## src/sv/sliding_xy_scope_histogram_macros.svh

```systemverilog
// Assertion helpers used by the top-level file of this block.
`ifndef SLIDING_XY_SCOPE_HISTOGRAM_MACROS_SVH
`define SLIDING_XY_SCOPE_HISTOGRAM_MACROS_SVH

// Implication checked on every clock edge once reset is released.
`define SXH_ASSERT_IMP(label, clk, rst_n, lhs, rhs) \
  label: assert property (@(posedge clk) disable iff (!rst_n) (lhs) |-> (rhs)) \
    else $error("assertion failed");

// Implication whose right side is checked at the clock edge after the condition.
`define SXH_ASSERT_NEXT(label, clk, rst_n, lhs, rhs) \
  label: assert property (@(posedge clk) disable iff (!rst_n) (lhs) |=> (rhs)) \
    else $error("assertion failed");

`endif

```

## src/sv/sxh_pkg.sv

```systemverilog
package sxh_pkg;

  localparam int WINDOW_DEF     = 1024;
  localparam int MAX_WIDTH_DEF  = 64;
  localparam int MAX_HEIGHT_DEF = 64;

  localparam int LEN_W   = 16;
  localparam int CNT_W   = 11;
  localparam int INT_W   = 26;
  localparam int CFG_W   = 7;
  localparam int SQRT_ITERS = 16;

  localparam logic CFG_IDX_WIDTH  = 1'b0;
  localparam logic CFG_IDX_HEIGHT = 1'b1;

  localparam logic OP_PUSH = 1'b0;
  localparam logic OP_READ = 1'b1;

  typedef struct packed {
    logic              operation;
    logic signed [15:0] bass_sample;
    logic signed [15:0] treble_sample;
    logic [5:0]        pixel_x;
    logic [5:0]        pixel_y;
  } in_word_t;

  typedef struct packed {
    logic [CNT_W-1:0] hit_count;
    logic [INT_W-1:0] intensity;
  } out_word_t;

  typedef enum logic [3:0] {
    ST_IDLE,
    ST_CLEAR,
    ST_MAP,
    ST_SQRT,
    ST_OLD_RD,
    ST_OLD_WAIT,
    ST_OLD_DEC,
    ST_NEW_RD,
    ST_NEW_WAIT,
    ST_NEW_INC,
    ST_RD_RD,
    ST_RD_WAIT,
    ST_RD_MUL,
    ST_RD_OUT
  } state_t;

  typedef struct packed {
    logic load;
    logic clr_step;
    logic map;
    logic sqrt_step;
    logic old_rd;
    logic old_dec;
    logic new_rd;
    logic new_inc;
    logic rd_rd;
    logic rd_mul;
    logic rd_out;
  } cmd_t;

  typedef struct packed {
    logic op_read;
    logic clr_done;
    logic sqrt_done;
    logic full;
  } sts_t;

endpackage

```

## src/sv/sxh_ctrl.sv

```systemverilog
module sxh_ctrl (
  input  logic           clk,
  input  logic           rst_n,
  input  logic           start,
  output logic           busy,
  input  sxh_pkg::sts_t  sts,
  output sxh_pkg::cmd_t  cmd
);

  sxh_pkg::state_t state_r, state_nxt;

  always_ff @(posedge clk) begin
    if (!rst_n) begin
      state_r <= sxh_pkg::ST_CLEAR;
    end else begin
      state_r <= state_nxt;
    end
  end

  always_comb begin
    state_nxt = state_r;
    unique case (state_r)
      sxh_pkg::ST_IDLE: begin
        if (start) begin
          state_nxt = sxh_pkg::ST_MAP;
        end
      end
      sxh_pkg::ST_CLEAR: begin
        if (sts.clr_done) begin
          state_nxt = sxh_pkg::ST_IDLE;
        end
      end
      sxh_pkg::ST_MAP: begin
        state_nxt = sts.op_read ? sxh_pkg::ST_RD_RD : sxh_pkg::ST_SQRT;
      end
      sxh_pkg::ST_SQRT: begin
        if (sts.sqrt_done) begin
          state_nxt = sts.full ? sxh_pkg::ST_OLD_RD : sxh_pkg::ST_NEW_RD;
        end
      end
      sxh_pkg::ST_OLD_RD:   state_nxt = sxh_pkg::ST_OLD_WAIT;
      sxh_pkg::ST_OLD_WAIT: state_nxt = sxh_pkg::ST_OLD_DEC;
      sxh_pkg::ST_OLD_DEC:  state_nxt = sxh_pkg::ST_NEW_RD;
      sxh_pkg::ST_NEW_RD:   state_nxt = sxh_pkg::ST_NEW_WAIT;
      sxh_pkg::ST_NEW_WAIT: state_nxt = sxh_pkg::ST_NEW_INC;
      sxh_pkg::ST_NEW_INC:  state_nxt = sxh_pkg::ST_IDLE;
      sxh_pkg::ST_RD_RD:    state_nxt = sxh_pkg::ST_RD_WAIT;
      sxh_pkg::ST_RD_WAIT:  state_nxt = sxh_pkg::ST_RD_MUL;
      sxh_pkg::ST_RD_MUL:   state_nxt = sxh_pkg::ST_RD_OUT;
      sxh_pkg::ST_RD_OUT:   state_nxt = sxh_pkg::ST_IDLE;
      default:              state_nxt = sxh_pkg::ST_IDLE;
    endcase
  end

  always_comb begin
    cmd = '0;
    busy = 1'b1;
    unique case (state_r)
      sxh_pkg::ST_IDLE: begin
        busy = 1'b0;
        cmd.load = start;
      end
      sxh_pkg::ST_CLEAR:   cmd.clr_step = 1'b1;
      sxh_pkg::ST_MAP:     cmd.map = 1'b1;
      sxh_pkg::ST_SQRT:    cmd.sqrt_step = 1'b1;
      sxh_pkg::ST_OLD_RD:  cmd.old_rd = 1'b1;
      sxh_pkg::ST_OLD_DEC: cmd.old_dec = 1'b1;
      sxh_pkg::ST_NEW_RD:  cmd.new_rd = 1'b1;
      sxh_pkg::ST_NEW_INC: cmd.new_inc = 1'b1;
      sxh_pkg::ST_RD_RD:   cmd.rd_rd = 1'b1;
      sxh_pkg::ST_RD_MUL:  cmd.rd_mul = 1'b1;
      sxh_pkg::ST_RD_OUT:  cmd.rd_out = 1'b1;
      default: begin
      end
    endcase
  end

endmodule

```

## config.mk

```make
export PLATFORM = sky130hd
export DESIGN_NAME = sxh_ctrl
export DESIGN_NICKNAME = d
export VERILOG_FILES = /design/src/sv/sliding_xy_scope_histogram_macros.svh /design/src/sv/sxh_pkg.sv /design/src/sv/sxh_ctrl.sv
export SDC_FILE = /design/constraint.sdc
export NUM_CORES = 1
export LEC_CHECK = 0
export ABC_CLOCK_PERIOD_IN_PS = 3500
export BUFFER_PORTS_ARGS = -buffer_cell sky130_fd_sc_hd__buf_2
export CORE_AREA = 2 2 39 41
export CTS_CLUSTER_DIAMETER = 30
export DETAILED_ROUTE_END_ITERATION = 16
export DIE_AREA = 0 0 41 43
export GPL_ROUTABILITY_DRIVEN = 1
export PLACE_DENSITY = 0.64
export SLEW_MARGIN = 20
export SYNTH_ARGS = -nofsm -noshare
export SYNTH_HDL_FRONTEND = slang
export SYNTH_SLANG_ARGS = --single-unit
```

## constraint.sdc

```tcl
create_clock -name clk -period 3.5 [get_ports clk]
set_clock_uncertainty 0.2 [all_clocks]
set_input_delay 0.7 -clock clk [delete_from_list [all_inputs] [get_ports clk]]
set_output_delay 0.7 -clock clk [all_outputs]
set_load 0.01 [all_outputs]
```

==> results of run 1 <==
tightest hold or removal path: stages, from the launching register on:
cell and delay, ns:
dfxtp_1 0.40, o21ai_0 0.12, a21oi_1 0.06
final cells by class:
type,count,share of cell area [%]
clock buffers,3,4.47
inverters,2,1.49
multi-input cells,50,56.3
flip-flops and latches,4,15.9
well taps,16,3.97
repair buffers,18,17.9
cells by family (layout without fill, tap and decap cells):
logic type / count (synthesis) / in the layout / synth area share [%]
simple gates: 34 / 34 / 40.3
compound gates: 15 / 15 / 25.1
buf+inv: 8 / 23 / 13.1
flops: 4 / 4 / 19.1
mux: 1 / 1 / 2.39
synth_stat cells (all sizes together), types with 2 or more instances:
cell,number,area [µm²]
o32ai,2,17.5
o21ai,2,10.0
inv,2,7.51
buf,5,40.0
nor2,13,51.3
nand3,2,10.0
nand2b,4,27.5
nor2b,2,12.5
dfxtp,4,80.1
nand2,5,18.8
a21oi,5,28.8
nor3,4,20.0
routing by layer:
metal  wire (µm)  global-route usage (%)  vias up
met5           0                       0        -
met4           0                    2.00        0
met3          77                    7.85        0
met2         434                    15.0       23
met1         498                    18.0      205
li1            -                       -      248
power breakdown:
group	switching, W	internal (W)	total, W	leakage (nW)
Clock	0.0000211	0.0000385	0.0000596	0.0138
Sequential	0.00000511	0.0000472	0.0000523	0.0326
Combinational	0.0000122	0.0000119	0.0000241	0.198
metrics by stage:
step | total power (W) | worst slack [ns] | utilization [%] | hold slack [ns] | instance area, µm²
detailed placement | 0.0000768 | 1.48 | 34.8 | 0.415 | 482
global placement | 0.0000767 | 1.50 | 34.8 | 0.419 | 482
CTS | 0.000139 | 1.23 | 36.4 | 0.421 | 504
finish | 0.000136 | 1.22 | 36.4 | 0.427 | 504
global route | 0.000145 | 1.11 | 36.4 | 0.468 | 504
floorplan | 0.0000683 | 1.65 | - | 0.373 | 419
path summary, 6_finish.rpt:
path                     end  slack (ns)  cells past startpoint
hold reg to reg   state_r[2]        0.43                      2
setup reg to reg  state_r[1]        1.64                      4
hold / removal    state_r[2]        0.43                      2
setup / recovery      cmd[5]        1.22                      3
==> results.sh, run 1 <==
export IMPL_hp_class="flip-flop to flip-flop"
export IMPL_critPathSlowestCell="dfxtp_1"
export IMPL_gp_congestion=0.724
export IMPL_crit_path_max_fanout=17
export IMPL_reg_top3="state_r: 4 flops"
export IMPL_rows=14
export IMPL_tritoncts="built"
export IMPL_critPathTopFamily="flip-flops"
export IMPL_drtAntennaViolNets=0
export IMPL_slew_headroom_pct=62.2
export IMPL_synth_async_reset_ratio_pct=0
export IMPL_multi_input_area_um2=284
export IMPL_maxCapViolCount=0
export IMPL_grt_use_total_pct=12.2
export IMPL_cts_path_max_buffers=2
export IMPL_wire_per_inst_um=10.9
export IMPL_fillers=160
export IMPL_power_density_nw_per_um2=270
export IMPL_synth_seq_area_share_pct=19.1
export IMPL_synth_avg_cell_area_um2=6.76
export IMPL_dieHeight_um=43
export IMPL_dr_pass1_iters=4
export IMPL_dp_cells=90
export IMPL_area_delta_synth_final_pct=20.3
export IMPL_leakage_nw=0.244
export IMPL_critPathBufInv=1
export IMPL_drive_gt1_share_pct=32.5
export IMPL_min_period_ns=2.28
export IMPL_final_hold_viol_count=0
export IMPL_crit_start="state_r[1]"
export IMPL_cts_setup_buffers=0
export IMPL_ys_warn_count=0
export IMPL_drt_iter0_drc=14
export IMPL_nets=86
export IMPL_fp_dieW_um=41
export IMPL_final_common_cell="buf_2"
export IMPL_critical_path_max_stage_delay_ns=0.67
export IMPL_cts_max_level=1
export IMPL_holdBufCountCts=0
export IMPL_r2r_start="state_r[1]"
export IMPL_cts_buffers=3
export IMPL_critPathCaptureType="output pin"
export IMPL_synth_edf_count=0
export IMPL_seq_area_um2=80.1
export IMPL_gr_total_overflow=0
export IMPL_first_global_vias=316
export IMPL_post_dp_hpwl_um=736
export IMPL_fmax_mhz=438
export IMPL_final_cell_mix="buf_2 (18), nor2_1 (12), nand2_1 (5)"
export IMPL_port_buffers=18
export IMPL_synth_flop_cell="dfxtp_1"
export IMPL_slew_viol_final=0
export IMPL_post_route_period_util_pct=65.2
export IMPL_syn_nets=69
export IMPL_largest_reg_flops=4
export IMPL_outcome="finished, final reports clean"
export IMPL_vias=476
export IMPL_cp_required_ns=2.60
export IMPL_synth_area_um2=419
export IMPL_grt_max_degree=18
export IMPL_clk_insertion_delay_late_ns=0.24
export IMPL_start_kind="flip-flop"
export IMPL_clk_pin_slew_worst_paths_ns=0.04
export IMPL_cp_cell_sequence="nand2b_1 -> nor2_1 -> buf_2"
export IMPL_antenna_found_initial=0
export IMPL_layout_cells_non_filler=93
export IMPL_cts_resized=0
export IMPL_rsz0062_at_grt="no"
export IMPL_vdd_drop_max_v=0.000172
export IMPL_drc=0
export IMPL_setup_tns_ns=0
export IMPL_regMostFlops="state_r"
export IMPL_tightest_slew_ns=0.567
export IMPL_synth_cell_types=30
export IMPL_die_area_um2=1760
export IMPL_ioPinCount=19
export IMPL_cts_root_buf="clkbuf_4"
export IMPL_diodes=0
export IMPL_min_from="state_r[2]"
export IMPL_cts_sinks=4
export IMPL_synth_seq_cells=4
export IMPL_grt_pass1_wl_um=1450
export IMPL_worst_setup_path_type="flip-flop to output pin"
export IMPL_routed_wl_um=1010
export IMPL_via_per_inst=5.12
export IMPL_synthCells=62
export IMPL_start_util_pct=30.3
export IMPL_cp_arrival_ns=1.38
export IMPL_core_area_um2=1380
export IMPL_setup_viol_count_final=0
No activity file was read; power rests on OpenSTA's default activity.
==> run 2, diff against run 1 <==
--- a/config.mk
+++ b/config.mk
@@ -5,14 +5,15 @@
 export SDC_FILE = /design/constraint.sdc
 export NUM_CORES = 1
 export LEC_CHECK = 0
-export ABC_CLOCK_PERIOD_IN_PS = 3500
+export ABC_AREA = 1
+export ABC_CLOCK_PERIOD_IN_PS = 2200
 export BUFFER_PORTS_ARGS = -buffer_cell sky130_fd_sc_hd__buf_2
 export CORE_AREA = 2 2 39 41
 export CTS_CLUSTER_DIAMETER = 30
 export DETAILED_ROUTE_END_ITERATION = 16
 export DIE_AREA = 0 0 41 43
 export GPL_ROUTABILITY_DRIVEN = 1
-export PLACE_DENSITY = 0.64
+export PLACE_DENSITY = 0.59
 export SLEW_MARGIN = 20
 export SYNTH_ARGS = -nofsm -noshare
 export SYNTH_HDL_FRONTEND = slang
==> constraint.sdc (replaced) <==
create_clock -name clk -period 2.2 [get_ports clk]
set_clock_uncertainty 0.2 [all_clocks]
set_input_delay 0.44 -clock clk [delete_from_list [all_inputs] [get_ports clk]]
set_output_delay 0.44 -clock clk [all_outputs]
set_load 0.01 [all_outputs]
==> results.sh, run 2 <==
export IMPL_port_buffers=18
export IMPL_regMostFlops="state_r"
export IMPL_setup_viol_count_final=0
export IMPL_synth_top_area_share_pct=22.5
export IMPL_cts_path_max_buffers=2
export IMPL_gr_total_overflow=0
export IMPL_fin_total_pwr_w=0.000411
export IMPL_synth_avg_cell_area_um2=5.40
export IMPL_final_util_pct=35.4
export IMPL_r2r_cells=7
export IMPL_r2r_slack_ns=0.82
export IMPL_setup_ws_ns=0.377
export IMPL_gp_congestion=0.780
export IMPL_synth_async_reset_ratio_pct=0
export IMPL_placed_area_um2=467
export IMPL_synthCells=66
export IMPL_synth_top_family_by_area="simple AND/OR/NAND/NOR gates"
export IMPL_slew_viol_final=0
export IMPL_cts_sinks=4
export IMPL_nets=96
export IMPL_synthTopCellsByCount="nor2_1 (16), nand2_1 (15), inv_1 (14)"
export IMPL_post_synth_top_count_cell="nor2_1"
export IMPL_drc=0
export IMPL_largest_reg_flops=4
export IMPL_dr_pass1_iters=4
export IMPL_ioPinCount=19
export IMPL_rsz0062_at_grt="no"
export IMPL_outcome="finished, final reports clean"
export IMPL_synth_seq_area_share_pct=22.5
export IMPL_synth_compound_area_share_pct=7.37
export IMPL_endpoint="cmd[4]"
export IMPL_holdBufCountCts=0
export IMPL_synth_cell_types=13
export IMPL_grt_use_total_pct=11.8
export IMPL_worst_setup_path_type="flip-flop to output pin"
export IMPL_clk_insertion_delay_late_ns=0.23
export IMPL_critPathCaptureType="output pin"
export IMPL_drt_iter0_drc=10
export IMPL_leakage_nw=0.293
export IMPL_cts_root_buf="clkbuf_4"
export IMPL_dieHeight_um=43
export IMPL_maxCapViolCount=0
export IMPL_synth_edf_count=0
export IMPL_yosysTopAreaCell="dfxtp_1"
export IMPL_start_util_pct=25.8
export IMPL_crit_start="state_r[2]"
export IMPL_power_density_nw_per_um2=840
export IMPL_fp_dieW_um=41
export IMPL_setup_tns_ns=0
export IMPL_fin_area_um2=489
export IMPL_drtAntennaViolNets=0
export IMPL_min_period_ns=1.82
export IMPL_first_global_vias=366
export IMPL_synth_area_um2=357
export IMPL_cp_required_ns=1.56
export IMPL_syn_nets=73
export IMPL_tightest_slew_ns=0.202
export IMPL_synth_mux_area_share_pct=0
export IMPL_final_common_cell="buf_2"
export IMPL_cp_arrival_ns=1.18
export IMPL_fillers=164
export IMPL_vdd_drop_max_v=0.000221
export IMPL_antenna_found_initial=0
export IMPL_clk_pin_slew_worst_paths_ns=0.04
export IMPL_synth_xor_area_share_pct=0
export IMPL_synth_flop_cell="dfxtp_1"
export IMPL_cts_resized=0
export IMPL_cts_setup_buffers=0
export IMPL_synthSimpleGateAreaFrac_pct=55.4
export IMPL_ys_warn_count=0
export IMPL_drive_gt1_share_pct=29.9
export IMPL_multi_input_area_um2=224
export IMPL_die_area_um2=1760
export IMPL_via_per_inst=4.46
export IMPL_r2r_start="state_r[0]"
export IMPL_core_area_um2=1380
export IMPL_cts_max_level=1
export IMPL_seq_area_um2=80.1
export IMPL_post_dp_hpwl_um=783
export IMPL_vias=459
export IMPL_tritoncts="built"
export IMPL_hp_class="input pin to flip-flop"
export IMPL_synthTopCellsByArea="dfxtp_1 (22%), nor2_1 (17%), nand2_1 (16%), inv_1 (15%), nand3_1 (8.4%)"
export IMPL_final_cell_mix="buf_2 (18), nor2_1 (16), nand2_1 (15)"
export IMPL_rows=14
export IMPL_timing_rr_end="state_r[1]"
export IMPL_wire_per_inst_um=8.96
export IMPL_synth_fa_ha_area_share_pct=0
export IMPL_diodes=0
export IMPL_fmax_mhz=548
export IMPL_routed_wl_um=923
export IMPL_reg_top3="state_r: 4 flops"
export IMPL_final_hold_viol_count=0
export IMPL_crit_path_max_fanout=4
export IMPL_dp_slack_ns=0.611
export IMPL_slew_headroom_pct=86.5
export IMPL_grt_pass1_wl_um=1450
export IMPL_start_kind="flip-flop"
export IMPL_area_delta_synth_final_pct=37.2
export IMPL_grt_max_degree=8
export IMPL_post_route_period_util_pct=82.9
export IMPL_synth_seq_cells=4
export IMPL_cts_buffers=3
-- run 2: cell count changes in the layout (fill, tap and decap cells not counted), moves of 3 or more --
cell	delta
inv_1	+12
nand2_1	+10
nand2b_1	-3
nor2_1	+4
nor3_1	-4
a21oi_1	-3
nand3_1	+4
-- run 2: cell families after synthesis --
| family | count (synthesis) |
|---|---|
| AND/OR/NAND/NOR | 44 |
| buffers and inverters | 14 |
| flip-flops | 4 |
| AO/OA/AOI/OAI | 4 |
-- run 2: final cells by class --
type,instances,share of cell area [%]
multi-input combinational,48,45.8
timing repair buffer,18,18.4
sequential,4,16.4
inverter,14,10.7
clock buffer,3,4.60
tap,16,4.09
-- run 2: layer usage --
metal / up-vias / GRT usage (%) / part of all wire [%]
met5: - / 0 / 0
met4: 0 / 4.00 / 0
met3: 0 / 4.71 / 6.9
met2: 14 / 20.6 / 51
met1: 201 / 11.9 / 42
li1: 244 / - / -
-- run 2: worst min-delay path by stage --
stage	startpoint	to	slack [ns]	cells after the start
floorplan	state_r[0]	state_r[3]	0.39	3
global placement	state_r[0]	state_r[3]	0.46	3
detailed placement	state_r[0]	state_r[3]	0.46	3
CTS	rst_n	state_r[2]	0.29	3
global route	rst_n	state_r[2]	0.29	3
finish	rst_n	state_r[2]	0.28	3
-- run 2: power breakdown --
group	internal, W	total (W)	switching (W)
sequential	0.0000881	0.000107	0.0000190
combinational	0.0000764	0.000215	0.000138
clock	0.0000609	0.0000894	0.0000285
total	0.000225	0.000411	0.000186
-- run 2: critical path: stages, from the launching register on --
cell	delay, ns
dfxtp_1	0.38
inv_1	0.10
nor2_2	0.10
inv_1	0.09
nor2_1	0.13
buf_2	0.15
-- run 2: stage by stage --
stage / hold WS (ns) / cells
final: 0.284 / 103
after global routing: 0.292 / 103
after CTS: 0.285 / 103
after detailed placement: 0.456 / 100
after global placement: 0.456 / 100
after floorplan: 0.395 / 66
==> run 3, diff against run 2 <==
--- a/config.mk
+++ b/config.mk
@@ -5,15 +5,15 @@
 export SDC_FILE = /design/constraint.sdc
 export NUM_CORES = 1
 export LEC_CHECK = 0
-export ABC_AREA = 1
-export ABC_CLOCK_PERIOD_IN_PS = 2200
+export ABC_AREA = 0
+export ABC_CLOCK_PERIOD_IN_PS = 1700
 export BUFFER_PORTS_ARGS = -buffer_cell sky130_fd_sc_hd__buf_2
 export CORE_AREA = 2 2 39 41
 export CTS_CLUSTER_DIAMETER = 30
 export DETAILED_ROUTE_END_ITERATION = 16
 export DIE_AREA = 0 0 41 43
 export GPL_ROUTABILITY_DRIVEN = 1
-export PLACE_DENSITY = 0.59
+export PLACE_DENSITY = 0.64
 export SLEW_MARGIN = 20
 export SYNTH_ARGS = -nofsm -noshare
 export SYNTH_HDL_FRONTEND = slang
==> constraint.sdc (replaced) <==
create_clock -name clk -period 1.7 [get_ports clk]
set_clock_uncertainty 0.2 [all_clocks]
set_input_delay 0.34 -clock clk [delete_from_list [all_inputs] [get_ports clk]]
set_output_delay 0.34 -clock clk [all_outputs]
set_load 0.01 [all_outputs]
==> results.sh, run 3 (synthesis gave the netlist of run 1 again) <==
export IMPL_outcome="finished, final reports clean"
export IMPL_power_density_nw_per_um2=485
export IMPL_grt_use_total_pct=14.1
export IMPL_leakage_nw=0.293
export IMPL_maxCapViolCount=0
export IMPL_cts_path_max_buffers=2
export IMPL_drive_gt1_share_pct=46.4
export IMPL_grt_busiest_layer="met2"
export IMPL_seqPwrFrac_pct=34.2
export IMPL_first_global_vias=411
export IMPL_r2r_cells=5
export IMPL_crit_path_max_fanout=11
export IMPL_dp_slack_ns=0.0951
export IMPL_worst_setup_path_type="flip-flop to output pin"
export IMPL_grt_pass1_wl_um=1740
export IMPL_grtUsageMet2_pct=21.6
export IMPL_port_buffers=18
export IMPL_grt_max_degree=12
export IMPL_drtAntennaViolNets=0
export IMPL_cp_arrival_ns=1.11
export IMPL_dr_pass1_iters=5
export IMPL_gr_total_overflow=0
export IMPL_dieHeight_um=43
export IMPL_largest_reg_flops=4
export IMPL_reg_top3="state_r: 4 flops"
export IMPL_critical_path_max_stage_delay_ns=0.33
export IMPL_ioPinCount=19
export IMPL_slew_headroom_pct=77.9
export IMPL_clk_insertion_delay_late_ns=0.23
export IMPL_slew_viol_final=0
export IMPL_whs_path_depth=2
export IMPL_antenna_found_initial=0
export IMPL_critPathCaptureType="output pin"
export IMPL_cts_max_level=1
export IMPL_holdBufCountCts=0
export IMPL_use_met1_pct=18.0
export IMPL_vdd_drop_max_v=0.000312
export IMPL_p_switching_w=0.0000771
export IMPL_post_dp_hpwl_um=813
export IMPL_fillers=152
export IMPL_pwr_share_clk_pct=41.2
export IMPL_use_met3_pct=3.14
export IMPL_hp_class="input pin to flip-flop"
export IMPL_nets=93
export IMPL_area_delta_synth_final_pct=39.7
export IMPL_cts_root_buf="clkbuf_4"
export IMPL_tightest_slew_ns=0.327
export IMPL_cts_buffers=3
export IMPL_final_util_pct=42.3
export IMPL_die_area_um2=1760
export IMPL_start_kind="flip-flop"
export IMPL_final_common_cell="buf_2"
export IMPL_vias=505
export IMPL_fmax_mhz=606
export IMPL_routed_wl_um=1090
export IMPL_fin_area_um2=586
export IMPL_setup_tns_ns=0
export IMPL_core_area_um2=1380
export IMPL_start_util_pct=30.3
export IMPL_pwr_share_comb_pct=24.7
export IMPL_setup_viol_count_final=0
export IMPL_tritoncts="built"
export IMPL_cts_sinks=4
export IMPL_dp_cells=95
export IMPL_placed_area_um2=519
export IMPL_diodes=0
export IMPL_layout_cells_non_filler=100
export IMPL_cp_required_ns=1.16
export IMPL_rows=14
export IMPL_fp_dieW_um=41
export IMPL_switching_share_pct=27.1
export IMPL_post_route_period_util_pct=97.1
export IMPL_drc=0
export IMPL_gp_congestion=0.786
export IMPL_via_per_inst=5.05
export IMPL_clk_pin_slew_worst_paths_ns=0.04
export IMPL_regMostFlops="state_r"
export IMPL_cp_cell_sequence="buf_4 -> nand2_1 -> nor2_1 -> buf_2"
export IMPL_p_int_w=0.000207
export IMPL_min_period_ns=1.65
export IMPL_setup_ws_ns=0.0485
export IMPL_critPathSlowestCell="dfxtp_4"
export IMPL_wire_per_inst_um=10.9
export IMPL_final_hold_viol_count=0
export IMPL_final_cell_mix="buf_2 (18), nor2_1 (10), nand2_1 (5), buf_4 (5)"
export IMPL_drt_iter0_drc=10
## run 3: worst max-delay path: cells and delay by family, from the launching register on
family / cells / cell delay [ns]
buf+inv: 2 / 0.31
flops: 1 / 0.33
simple gates: 2 / 0.23
## run 3: layout make-up
| cell class | instances | area, µm² | share of cell area, % |
|---|---|---|---|
| Clock buffer | 3 | 22.5 | 3.85 |
| Inverter | 2 | 7.51 | 1.28 |
| Multi-Input combinational cell | 50 | 302 | 51.5 |
| Sequential cell | 4 | 90.1 | 15.4 |
| Tap cell | 16 | 20.0 | 3.42 |
| Timing Repair Buffer | 25 | 144 | 24.6 |
## run 3: layer usage
metal	routed length [µm]	vias to the layer above
met5	0	-
met1	495	231
met4	18	0
li1	-	258
met2	541	14
met3	35	2
## run 3: worst paths after layout
| kind | endpoint | slack [ns] | from |
|---|---|---|---|
| worst min-delay path | state_r[1] | 0.16 | rst_n |
| worst max-delay path | cmd[7] | 0.05 | state_r[1] |
| worst min register to register | state_r[2] | 0.42 | state_r[0] |
| worst max register to register | state_r[1] | 0.12 | state_r[2] |
## run 3: metrics by stage
stage                     hold WS [ns]  total power, W
after floorplan                  0.257        0.000141
after global placement           0.392        0.000169
after detailed placement         0.400        0.000168
after CTS                        0.160        0.000287
after global routing             0.174        0.000307
final                            0.164        0.000284
## run 3: power by group through the flow
stage / Sequential [W] / Combinational (W) / Clock, W
after floorplan: 0.000101 / 0.0000400 / 0
after detailed placement: 0.000102 / 0.0000662 / 0
after global placement: 0.000102 / 0.0000667 / 0
after global routing: 0.0000969 / 0.0000781 / 0.000132
after CTS: 0.0000985 / 0.0000662 / 0.000122
final: 0.0000970 / 0.0000700 / 0.000117
## run 3: timing repair
item / 4_1_cts / 5_1_grt
endpoints found under the setup margin: 11 / 6
buffers inserted: 1 / 2
pin swaps: 0 / 1
gates resized for setup: 7 / 4
